### src/sv/mrat_pkg.sv
package mrat_pkg;

    localparam int MAX_REGIONS = 16;
    localparam int IDX_W = $clog2(MAX_REGIONS);

    typedef enum logic [2:0] {
        OP_INSERT      = 3'd0,
        OP_LOOKUP      = 3'd1,
        OP_ENABLE      = 3'd2,
        OP_DISABLE     = 3'd3,
        OP_DELETE      = 3'd4,
        OP_CLEAR_ALL   = 3'd5,
        OP_ENABLE_ALL  = 3'd6,
        OP_DISABLE_ALL = 3'd7
    } op_t;

    localparam logic [2:0] ST_OK         = 3'd0;
    localparam logic [2:0] ST_BOUNDS     = 3'd1;
    localparam logic [2:0] ST_OVERLAP    = 3'd2;
    localparam logic [2:0] ST_MISALIGNED = 3'd3;
    localparam logic [2:0] ST_NOT_FOUND  = 3'd4;
    localparam logic [2:0] ST_FULL       = 3'd5;

    typedef struct packed {
        logic [2:0]  mode;
        logic [63:0] addr_low;
        logic [63:0] addr_high;
        logic [63:0] address;
        logic [15:0] region_number;
        logic [1:0]  access_mode;
        logic [2:0]  access_width;
        logic        cacheable;
    } cmd_t;

    typedef struct packed {
        logic [2:0]  status;
        logic        found;
        logic [63:0] result_low;
        logic [63:0] result_high;
        logic [15:0] result_number;
        logic [1:0]  result_mode;
        logic [2:0]  result_width;
        logic        result_cache;
        logic        attr_unknown;
    } rsp_t;

    // controller -> datapath
    typedef struct packed {
        logic               load;   // capture command, reset scan state
        logic               scan;   // examine entry at idx
        logic [IDX_W-1:0]   idx;
        logic               finish; // apply result and update table
    } ctl_t;

    // datapath -> controller
    typedef struct packed {
        logic               early;  // scan may stop (lookup hit)
        logic               single; // op needs no scan
    } sts_t;

endpackage

### src/sv/memory_region_attribute_table.sv
// Memory region attribute table.
// Command channel: raise start with cmd (mode plus operands) while busy is low;
// the beat is taken on that edge and busy rises on the next cycle.
// Result channel: done pulses high for one cycle with result valid; the
// receiver cannot stall, so capture it on that cycle.
// Commands without a table walk (clear/enable/disable all, an insert failing
// the bounds or alignment check) go from load straight to finish; others
// walk the 16 slots one per cycle, a lookup stopping at the slot that hits.
// One command at a time: busy drops while done is high, so the next beat
// can be taken on the result edge; the slot walk through the controller's
// index counter sets the rate.
// Configuration: cfg_we writes cfg_data[0] to unknown_inaccessible; write
// only while idle.
// Reset: all slots empty, next number 0, unknown_inaccessible set.
module memory_region_attribute_table
(
    input  logic           clk,
    input  logic           rst_n,
    input  logic           start,
    input  mrat_pkg::cmd_t cmd,
    output logic           busy,
    output logic           done,
    output mrat_pkg::rsp_t result,
    input  logic           cfg_we,
    input  logic           cfg_data
);

    mrat_pkg::ctl_t ctl;
    mrat_pkg::sts_t sts;
    logic           unk_reg;

    // hold configuration bit
    always_ff @(posedge clk or negedge rst_n)
    begin
        if (!rst_n)
            unk_reg <= 1'b1;
        else if (cfg_we)
            unk_reg <= cfg_data;
    end

    mrat_ctrl u_ctrl
    (
        .clk   (clk),
        .rst_n (rst_n),
        .start (start),
        .sts   (sts),
        .ctl   (ctl),
        .busy  (busy)
    );

    mrat_dp u_dp
    (
        .clk                  (clk),
        .rst_n                (rst_n),
        .cmd                  (cmd),
        .unknown_inaccessible (unk_reg),
        .ctl                  (ctl),
        .sts                  (sts),
        .result               (result),
        .done                 (done)
    );

endmodule

### src/sv/mrat_ctrl.sv
module mrat_ctrl
(
    input  logic               clk,
    input  logic               rst_n,
    input  logic               start,
    input  mrat_pkg::sts_t     sts,
    output mrat_pkg::ctl_t     ctl,
    output logic               busy
);

    typedef enum logic [3:0] {
        S_IDLE   = 4'b0001,
        S_LOAD   = 4'b0010,
        S_SCAN   = 4'b0100,
        S_FINISH = 4'b1000
    } state_t;

    state_t                     state_reg, state_next;
    logic [mrat_pkg::IDX_W-1:0] idx_reg, idx_next;
    logic                       last;

    assign last = (idx_reg == mrat_pkg::IDX_W'(mrat_pkg::MAX_REGIONS - 1));

    always_comb
    begin
        state_next = state_reg;
        idx_next   = idx_reg;
        ctl        = '0;
        ctl.idx    = idx_reg;
        unique case (state_reg)
            S_IDLE:
            begin
                if (start)
                begin
                    state_next = S_LOAD;
                    ctl.load   = 1'b1;
                end
            end
            S_LOAD:
            begin
                idx_next   = '0;
                state_next = sts.single ? S_FINISH : S_SCAN;
            end
            S_SCAN:
            begin
                ctl.scan = 1'b1;
                idx_next = idx_reg + 1'b1;
                if (last || sts.early)
                    state_next = S_FINISH;
            end
            S_FINISH:
            begin
                ctl.finish = 1'b1;
                state_next = S_IDLE;
            end
            default:
                state_next = S_IDLE;
        endcase
    end

    // start is sampled only in idle, so busy is any other state
    assign busy = (state_reg != S_IDLE);

    always_ff @(posedge clk or negedge rst_n)
    begin
        if (!rst_n)
        begin
            state_reg <= S_IDLE;
            idx_reg   <= '0;
        end
        else
        begin
            state_reg <= state_next;
            idx_reg   <= idx_next;
        end
    end

    a_onehot: assert property (@(posedge clk) disable iff (!rst_n) $onehot(state_reg))
        else $error("state not one-hot");
    a_load_after: assert property (@(posedge clk) disable iff (!rst_n)
        ctl.load |=> state_reg == S_LOAD)
        else $error("load not followed by load state");
    a_finish_idle: assert property (@(posedge clk) disable iff (!rst_n)
        ctl.finish |=> !busy)
        else $error("finish did not return to idle");

endmodule

### src/sv/mrat_dp.sv
module mrat_dp
(
    input  logic               clk,
    input  logic               rst_n,
    input  mrat_pkg::cmd_t     cmd,
    input  logic               unknown_inaccessible,
    input  mrat_pkg::ctl_t     ctl,
    output mrat_pkg::sts_t     sts,
    output mrat_pkg::rsp_t     result,
    output logic               done
);

    localparam int N = mrat_pkg::MAX_REGIONS;

    mrat_pkg::cmd_t   c_reg;
    logic [N-1:0]     valid_reg;
    logic [N-1:0]     en_reg;
    logic [63:0]      lo_mem  [N];
    logic [63:0]      hi_mem  [N];
    logic [15:0]      num_mem [N];
    logic [5:0]       att_mem [N];
    logic [15:0]      next_number_reg;

    // scan accumulators
    logic             hit_reg, ovl_reg, any_reg, sel_reg;
    logic [mrat_pkg::IDX_W-1:0] sel_idx_reg;
    logic [N-1:0]     match_reg;
    logic [63:0]      gap_lo_reg, gap_hi_reg;
    logic [63:0]      hit_lo_reg, hit_hi_reg;
    logic [15:0]      hit_num_reg;
    logic [5:0]       hit_att_reg;

    logic [1:0]       amode;
    logic [2:0]       awidth;
    logic [2:0]       mask;
    logic             misaligned, bad_bounds;
    logic [63:0]      elo, ehi;
    logic             ev, ee, e_ovl, e_cov, e_num;
    logic [mrat_pkg::IDX_W-1:0] free_idx;
    logic             free_any;
    logic [15:0]      num_inc;
    logic [2:0]       st;
    mrat_pkg::op_t    op;
    mrat_pkg::rsp_t   rsp_next;

    assign op     = mrat_pkg::op_t'(c_reg.mode);
    assign amode  = (c_reg.access_mode == 2'd3) ? 2'd0 : c_reg.access_mode;
    assign awidth = (c_reg.access_width > 3'd4) ? 3'd0 : c_reg.access_width;

    always_comb
    begin
        unique case (awidth)
            3'd2:    mask = 3'd1;
            3'd3:    mask = 3'd3;
            3'd4:    mask = 3'd7;
            default: mask = 3'd0;
        endcase
    end

    assign misaligned = ((c_reg.addr_low[2:0] & mask) != 3'd0)
                     || ((c_reg.addr_high[2:0] & mask) != 3'd0);
    assign bad_bounds = (c_reg.addr_low >= c_reg.addr_high) && (c_reg.addr_high != 64'd0);

    assign elo   = lo_mem[ctl.idx];
    assign ehi   = hi_mem[ctl.idx];
    assign ev    = valid_reg[ctl.idx];
    assign ee    = en_reg[ctl.idx];
    assign e_num = (num_mem[ctl.idx] == c_reg.region_number);
    assign e_cov = (c_reg.address >= elo) && ((c_reg.address < ehi) || (ehi == 64'd0));
    assign e_ovl = (c_reg.addr_low >= elo)
                 ? ((c_reg.addr_low < ehi) || (ehi == 64'd0))
                 : ((c_reg.addr_high > elo) || (c_reg.addr_high == 64'd0));

    assign sts.early  = (op == mrat_pkg::OP_LOOKUP) && ev && ee && e_cov;
    assign sts.single = (op == mrat_pkg::OP_CLEAR_ALL) || (op == mrat_pkg::OP_ENABLE_ALL)
                     || (op == mrat_pkg::OP_DISABLE_ALL)
                     || ((op == mrat_pkg::OP_INSERT) && (misaligned || bad_bounds));

    // lowest free slot; small priority search over valid bits
    always_comb
    begin
        free_idx = '0;
        free_any = 1'b0;
        for (int i = N - 1; i >= 0; i--)
        begin
            if (!valid_reg[i])
            begin
                free_idx = mrat_pkg::IDX_W'(i);
                free_any = 1'b1;
            end
        end
    end

    assign num_inc = (next_number_reg == 16'hFFFF) ? 16'd1 : next_number_reg + 16'd1;

    always_ff @(posedge clk)
    begin
        if (ctl.load)
        begin
            c_reg      <= cmd;
            hit_reg    <= 1'b0;
            ovl_reg    <= 1'b0;
            any_reg    <= 1'b0;
            sel_reg    <= 1'b0;
            match_reg  <= '0;
            gap_lo_reg <= 64'd0;
            gap_hi_reg <= 64'd0;
        end
        if (ctl.scan && ev)
        begin
            any_reg <= 1'b1;
            if (e_ovl)
                ovl_reg <= 1'b1;
            if (e_num)
            begin
                match_reg[ctl.idx] <= 1'b1;
                if (!sel_reg || (elo < lo_mem[sel_idx_reg]))
                begin
                    sel_reg     <= 1'b1;
                    sel_idx_reg <= ctl.idx;
                end
            end
            if (ee && !hit_reg && op == mrat_pkg::OP_LOOKUP)
            begin
                if (e_cov)
                begin
                    hit_reg     <= 1'b1;
                    hit_lo_reg  <= elo;
                    hit_hi_reg  <= ehi;
                    hit_num_reg <= num_mem[ctl.idx];
                    hit_att_reg <= att_mem[ctl.idx];
                end
                else
                begin
                    if ((c_reg.address >= ehi) && (gap_lo_reg < ehi))
                        gap_lo_reg <= ehi;
                    if ((c_reg.address <= elo) && ((gap_hi_reg == 64'd0) || (gap_hi_reg > elo)))
                        gap_hi_reg <= elo;
                end
            end
        end
        if (ctl.finish && op == mrat_pkg::OP_INSERT && st == mrat_pkg::ST_OK)
        begin
            lo_mem[free_idx]  <= c_reg.addr_low;
            hi_mem[free_idx]  <= c_reg.addr_high;
            num_mem[free_idx] <= num_inc;
            att_mem[free_idx] <= {c_reg.cacheable, awidth, amode};
        end
    end

    always_comb
    begin
        st = mrat_pkg::ST_OK;
        unique case (op)
            mrat_pkg::OP_INSERT:
            begin
                priority if (misaligned) st = mrat_pkg::ST_MISALIGNED;
                else if (bad_bounds)     st = mrat_pkg::ST_BOUNDS;
                else if (ovl_reg)        st = mrat_pkg::ST_OVERLAP;
                else if (!free_any)      st = mrat_pkg::ST_FULL;
                else                     st = mrat_pkg::ST_OK;
            end
            mrat_pkg::OP_ENABLE, mrat_pkg::OP_DISABLE:
                st = sel_reg ? mrat_pkg::ST_OK : mrat_pkg::ST_NOT_FOUND;
            mrat_pkg::OP_DELETE:
                st = (match_reg != '0) ? mrat_pkg::ST_OK : mrat_pkg::ST_NOT_FOUND;
            default:
                st = mrat_pkg::ST_OK;
        endcase
    end

    always_ff @(posedge clk or negedge rst_n)
    begin
        if (!rst_n)
        begin
            valid_reg       <= '0;
            en_reg          <= '0;
            next_number_reg <= 16'd0;
            done            <= 1'b0;
        end
        else
        begin
            done <= ctl.finish;
            if (ctl.finish)
            begin
                unique case (op)
                    mrat_pkg::OP_INSERT:
                        if (st == mrat_pkg::ST_OK)
                        begin
                            valid_reg[free_idx] <= 1'b1;
                            en_reg[free_idx]    <= 1'b1;
                            next_number_reg     <= num_inc;
                        end
                    mrat_pkg::OP_ENABLE:
                        if (sel_reg) en_reg[sel_idx_reg] <= 1'b1;
                    mrat_pkg::OP_DISABLE:
                        if (sel_reg) en_reg[sel_idx_reg] <= 1'b0;
                    mrat_pkg::OP_DELETE:
                        valid_reg <= valid_reg & ~match_reg;
                    mrat_pkg::OP_CLEAR_ALL:
                        valid_reg <= '0;
                    mrat_pkg::OP_ENABLE_ALL:
                        en_reg <= '1;
                    mrat_pkg::OP_DISABLE_ALL:
                        en_reg <= '0;
                    default:
                        en_reg <= en_reg;
                endcase
            end
        end
    end

    always_comb
    begin
        rsp_next        = '0;
        rsp_next.status = st;
        if (op == mrat_pkg::OP_INSERT && st == mrat_pkg::ST_OK)
            rsp_next.result_number = num_inc;
        if (op == mrat_pkg::OP_LOOKUP)
        begin
            if (hit_reg)
            begin
                rsp_next.found         = 1'b1;
                rsp_next.result_low    = hit_lo_reg;
                rsp_next.result_high   = hit_hi_reg;
                rsp_next.result_number = hit_num_reg;
                rsp_next.result_mode   = hit_att_reg[1:0];
                rsp_next.result_width  = hit_att_reg[4:2];
                rsp_next.result_cache  = hit_att_reg[5];
            end
            else
            begin
                rsp_next.result_low   = gap_lo_reg;
                rsp_next.result_high  = gap_hi_reg;
                // any stored region counts, also past the scan end
                rsp_next.attr_unknown = unknown_inaccessible && (valid_reg != '0);
            end
        end
    end

    always_ff @(posedge clk)
    begin
        if (ctl.finish)
            result <= rsp_next;
    end

    a_one_slot: assert property (@(posedge clk) disable iff (!rst_n)
        (ctl.finish && op == mrat_pkg::OP_INSERT && st == mrat_pkg::ST_OK)
        |=> $countones(valid_reg) == $past($countones(valid_reg)) + 1)
        else $error("insert did not fill exactly one slot");
    a_nonzero_num: assert property (@(posedge clk) disable iff (!rst_n)
        (ctl.finish && op == mrat_pkg::OP_INSERT) |-> num_inc != 16'd0)
        else $error("assigned region number zero");
    a_clear: assert property (@(posedge clk) disable iff (!rst_n)
        (ctl.finish && op == mrat_pkg::OP_CLEAR_ALL) |=> valid_reg == '0)
        else $error("clear all left entries");

endmodule

### config.mk
export PLATFORM = sky130hd
export DESIGN_NAME = memory_region_attribute_table
export DESIGN_NICKNAME = d
export VERILOG_FILES = /design/src/sv/mrat_pkg.sv /design/src/sv/memory_region_attribute_table.sv /design/src/sv/mrat_ctrl.sv /design/src/sv/mrat_dp.sv
export SDC_FILE = /design/constraint.sdc
export NUM_CORES = 2
export LEC_CHECK = 0
export BUFFER_PORTS_ARGS = -buffer_cell sky130_fd_sc_hd__buf_2
export CAP_MARGIN = 20
export CORE_MARGIN = 2
export CORE_UTILIZATION = 29
export DETAILED_ROUTE_END_ITERATION = 8
export PLACE_DENSITY = 0.52
export SETUP_SLACK_MARGIN = 0.5
export SLEW_MARGIN = 20
export SYNTH_ARGS = -nofsm -noshare
export SYNTH_HDL_FRONTEND = slang
export SYNTH_SLANG_ARGS = --single-unit
### constraint.sdc
create_clock -name clk -period 48 [get_ports clk]
set_input_delay 12 -clock clk [delete_from_list [all_inputs] [get_ports clk]]
set_output_delay 12 -clock clk [all_outputs]
set_load 0.01 [all_outputs]
; Word-level counts from Yosys, hierarchy flattened
; Memory sizes are Yosys's and may differ from the RTL's. A register that Yosys moved wholly into a read port is not among the register bits.
; Cells that the tools add are included.
[totals]
reg_bits = 725
mem_bits_rw = 2400
in_bits = 222
output_inout_bits = 157
wordCells = 248
n_memories = 4
[op_classes]
addsub = 2
magnitude_cmp = 18
eq_ne = 24
muxes = 102
n_bitwise = 11
reduce_logical = 53
[memory_table]
columns = name, words, width, read_ports, rd_ports_with_merged_regs, wr, line_no
row1 = u_dp.hi_mem, 16, 64, 1, 0, 1, mrat_dp.sv:19  ; logic [63:0] hi_mem [N];
row2 = u_dp.lo_mem, 16, 64, 2, 1, 1, mrat_dp.sv:18  ; logic [63:0] lo_mem [N];
row3 = u_dp.num_mem, 16, 16, 1, 0, 1, mrat_dp.sv:20  ; logic [15:0] num_mem [N];
row4 = u_dp.att_mem, 16, 6, 1, 1, 1, mrat_dp.sv:21  ; logic [5:0] att_mem [N];
[op_table]
columns = operator, count
row1 = 64-bit 2-to-1 mux, 10
row2 = 64-bit greater-or-equal comparator, 4
row3 = 64-bit < comparator, 4
row4 = 64-bit zero test, 3
row5 = 16-bit 2-to-1 mux, 9
row6 = 64-bit > comparator, 2
row7 = 128-bit 2-to-1 mux, 1
row8 = 4-bit 2-to-1 mux, 20
row9 = 16-bit case mux with 5 select lines, 1
row10 = 64-bit less-or-equal comparator, 1
row11 = 16-bit OR, 4
row12 = 64-bit nonzero test, 1
row13 = 16-bit case mux with 3 select lines, 1
row14 = 1-bit 2-to-1 mux, 41
row15 = 16-bit AND, 2
row16 = 16-bit inverter, 2
row17 = 16-bit nonzero test, 2
row18 = 23-bit 2-to-1 mux, 1
row19 = 22-bit 2-to-1 mux, 1
row20 = 3-bit 2-to-1 mux, 7
row21 = 1-bit logical AND, 18
row22 = 3-bit case mux with 3 select lines, 2
row23 = "16-bit by 1-bit adder with 16-bit output, second input constant", 1
row24 = 16-bit equality test, 1
row25 = other kinds (33), 71

; Longest topological paths before layout
[logic_depth]
ltp_word = 26
depth_mapped = 27
ltp_nobuf = 15

; By module
; From an unflattened synthesis, not the netlist that was laid out.
[hier_totals]
hier_cells = 7512
area_unflattened_um2 = 138688.0
[modules_own_cells]
columns = module, instances, cells_per_inst, area_each_um2
row1 = mrat_dp, 1, 7457, 138157.5
row2 = mrat_ctrl, 1, 53, 489.2
row3 = memory_region_attribute_table, 1, 2, 41.3

; Worst setup path after synthesis
; Ideal clock, no wire load.
[synth_path]
kind = reg2reg
start = reg u_dp.c_reg[103] (netlist bit)
end = mem u_dp.att_mem[6][0], enable pin
setup_ps = 1030
arrival_ps = 16718
t_required_ps = 46970
path_slack_ps = 30252
path_stages_with_launch = 12
period_less_slack_ps = 17748
cell_sequence = edfxtp_1 inv_1 ha_1 a21o_1 a21o_1 a21oi_1 nor4_1 nor4b_1 o22ai_1 o31ai_1 nand3_1 nor4_1
[synth_between]
elab_chain_len = 9
word_cells_on_any_way = 10
classes_between = order compare: 1 / mux: 5 / reduce/logical: 4
[synth_lines]
columns = element, line_no
row1 = from (decl), mrat_dp.sv:15  ; mrat_pkg::cmd_t c_reg;
row2 = from (signal assigned), mrat_dp.sv:100  ; c_reg <= cmd;
row3 = 64-bit greater-or-equal comparator or 64-bit nonzero test (tied branches), mrat_dp.sv:62  ; assign bad_bounds = (c_reg.addr_low >= c_reg.addr_high) && (c_reg.addr_high != 64'd0);
row4 = 1-bit logical AND (*), mrat_dp.sv:62
row5 = 3-bit 2-to-1 mux (*), mrat_dp.sv:158  ; else if (bad_bounds) st = mrat_pkg::ST_BOUNDS;
row6 = 3-bit 2-to-1 mux (*), mrat_dp.sv:157  ; priority if (misaligned) st = mrat_pkg::ST_MISALIGNED;
row7 = 3-bit case mux with 3 select lines (*), mrat_dp.sv:154  ; unique case (op)
row8 = 3-bit zero test (*), mrat_dp.sv:142  ; if (ctl.finish && op == mrat_pkg::OP_INSERT && st == mrat_pkg::ST_OK)
row9 = 1-bit logical AND (*), mrat_dp.sv:142
row10 = 1-bit 2-to-1 mux (*), mrat_dp.sv:142
row11 = 1-bit 2-to-1 mux (not written as such) (*), mrat_dp.sv:147  ; att_mem[free_idx] <= {c_reg.cacheable, awidth, amode};
row12 = to (decl), mrat_dp.sv:21
; Every way passes the cells marked *; elsewhere a longest branch is shown, timed or not.

; Worst setup path in the final report
[layout_path]
start = reg u_ctrl.state_reg[1]
end = out busy
[layout_between]
elab_chain_len = 1
[layout_lines]
columns = element, line_no
row1 = from (decl), mrat_ctrl.sv:18  ; state_t state_reg, state_next;
row2 = from (signal assigned), mrat_ctrl.sv:73  ; state_reg <= state_next;
row3 = 4-bit by 1-bit != test with 1-bit output, mrat_ctrl.sv:62  ; assign busy = (state_reg != S_IDLE);
row4 = to (decl), memory_region_attribute_table.sv:21  ; output logic busy,
; Every way passes these cells.

==> results.ini <==
[outcome]
violations = DRC
status = finished with violations

[drt]
drt_pass1_iterations = 9
drt-initial-drc-count = 9279
drtAntennaViolNets = 0
drt-vias-per-instance = 5.32
routed-via-count = 78900
drcViolationCount = 26
drt_wl_total_um = 466000
routedWlPerCell_um = 31.5

[sta]
worst_pin_slew_ps = 1350
setup_violations = 0
slew_headroom = 0.101
finClkSkew_ps = 115
post-route-period-util = 0.298
hold_violations = 0
rsz0062_at_grt = false
fmax_mhz = 69.9
final.setup.tns_ps = 0
drv_slew = 0
final.min_clock_period_ps = 14300

[synth]
yosysSeqAreaShare = 0.667
synth-xor-area-share = 0.00285
synth-adder-area-share = 0.0522
syn_nets = 8277
synth_top_area_share = 0.634
synth_top_family_by_area = multiplexers
syn_area_um2 = 139000
synth-edff-count = 2926
syn_inst = 7477
synth_compound_area_frac = 0.0388
synthSimpleGateAreaFrac = 0.0344
avgSynthCellArea_um2 = 18.5
synth.distinct_cells = 78
synth_area_leader_cell = edfxtp_1
yosys_most_used_dff = edfxtp_1
synthTopCellsByArea = edfxtp_1, mux4_2, ha_1
yosys_warnings = 0
synth_seq_cells = 3135
synth.area.mux_share = 0.185
async_flop_share = 0.0185

[die]
io_pins = 379
start_util = 0.292
die_h_um = 695
core-area_um2 = 475000
die_w_um = 695
row_count = 253
dieArea_um2 = 483000

[clocking]
cts-resized-gates = 0
cts_tree = yes
cts_max_path_buffers = 4
root_buffer = clkbuf_16
postCtsSetupBuffers = 0
worstSkewPairLatency_ps = 1020
h-tree-depth = 5
cts.sinks = 3135
hold_buffers = 0
cts_buffers = 357
clkTransAtPathRegs_ps = 60

[run]
maxCapViolCount = 0

[power]
p_leak_nw = 53.9
power_density_nw_per_um2 = 49.3
max-vdd-ir-drop_mv = 0.0329

[cells_and_area]
final_common_cell = edfxtp_1
fin_util = 0.338
largestRegisters = u_dp.hi_mem x1024, u_dp.lo_mem x1024, u_dp.num_mem x256
fill_cells = 45000
regArea_um2 = 92400
nets = 8943
drive_above_1_share = 0.265
final_cells = 14800
area_growth_pct = 16.0
multiInputGateArea_um2 = 43700
mostFrequentLayoutCells = edfxtp_1, mux4_2, ha_1, buf_2, clkbuf_16

[worst_setup_path]
path_class = register to output port
critPathMaxFanout = 13
crit_slowest_cell = dfrtp_1
worstPathCellList = nand2b_1, or3_1, buf_2
crit_arrival_ps = 2300
r2r_cells = 22
slowest_delay_ps = 520
cp-end-kind = output port
worstPathRequired_ps = 36000
start_kind = register

[global_routing]
grt_pass1_wl_um = 642000
grt_antenna_before_repair = 55
grt_max_degree = 129
grt.overflow.total = 0
track_usage = 0.188
first_global_vias = 80300

[placement]
gp_congestion = 0.884
dp.cells = 14200
dp_hpwl_um = 296000
port_buffers = 378

[hold_path]
holdPathStages = 2
hp-class = register to register

-- routing by layer --
layer	up-vias	track usage	wire length (µm)
met5	-	0	63
met4	10	0.0514	13700
met3	653	0.0322	34500
met2	3461	0.310	222000
met1	42500	0.257	195000
li1	32300	-	-
-- per-stage QoR --
step / setup slack [ps] / instance area [µm²] / power [mW] / hold slack (ps)
global placement: 32990 / 149000 / 5.24 / 462
detailed placement: 32930 / 149000 / 5.30 / 469
finish: 33700 / 161000 / 7.92 / 477
CTS: 33620 / 161000 / 7.98 / 476
floorplan: 30250 / 139000 / 4.47 / 423
global route: 33610 / 161000 / 8.24 / 495
-- final cells by class --
cell class | count | share of cell area
flip-flops and latches | 3135 | 0.575
inverters | 280 | 0.00663
diodes | 11 | 0.000171
well taps | 6375 | 0.0496
clock buffers | 431 | 0.0574
clock inverters | 214 | 0.0131
multi-input cells | 3715 | 0.272
repair buffers | 654 | 0.0266
-- synthesized netlist by cell type (all sizes together), types with 34 or more instances --
cell and instances:
mux2i 279, a22o 69, a221oi 63, nand4 133
a211oi 34, dfrtp 56, clkbuf 213, nand2 286
inv 280, a21oi 200, edfxtp 2926, nor3 38
nor4 64, a21o 116, o21ai 159, buf 134
nor2b 40, nor2 274, mux4 1005, nand3 43
dfxtp 151, ha 578
-- power by group --
group / internal [mW] / switching [mW] / leakage [nW]
Clock: 1.51 / 1.16 / 5.47
Combinational: 0.708 / 1.22 / 20.3
Sequential: 3.18 / 0.144 / 28.1
Total: 5.40 / 2.52 / 53.9
-- cell families after synthesis --
group / count (synthesis)
adder cells (fa/ha/maj): 578
multiplexers: 1298
buffers and inverters: 627
AO/OA/AOI/OAI: 805
XOR/XNOR: 45
flip-flops: 3135
AND/OR/NAND/NOR: 989
-- worst max-delay path: cells and delay by family, from the launching register on --
family                 cells  cell delay, ps
buffers and inverters      1             180
flip-flops                 1             520
AND/OR/NAND/NOR            2             640
-- worst paths after layout --
path	slack [ps]	start	endpoint
min in group asynchronous	11250	rst_n	u_dp.done
max	33700	u_ctrl.state_reg[1]	busy
max reg2reg	36390	u_ctrl.idx_reg[0]	u_dp.gap_lo_reg[4]
min reg2reg	480	u_dp.gap_lo_reg[7]	u_dp.gap_lo_reg[7]
min	480	u_dp.gap_lo_reg[7]	u_dp.gap_lo_reg[7]
max in group asynchronous	36000	rst_n	u_ctrl.idx_reg[2]
Note: power is estimated with default switching activity, not from simulation.
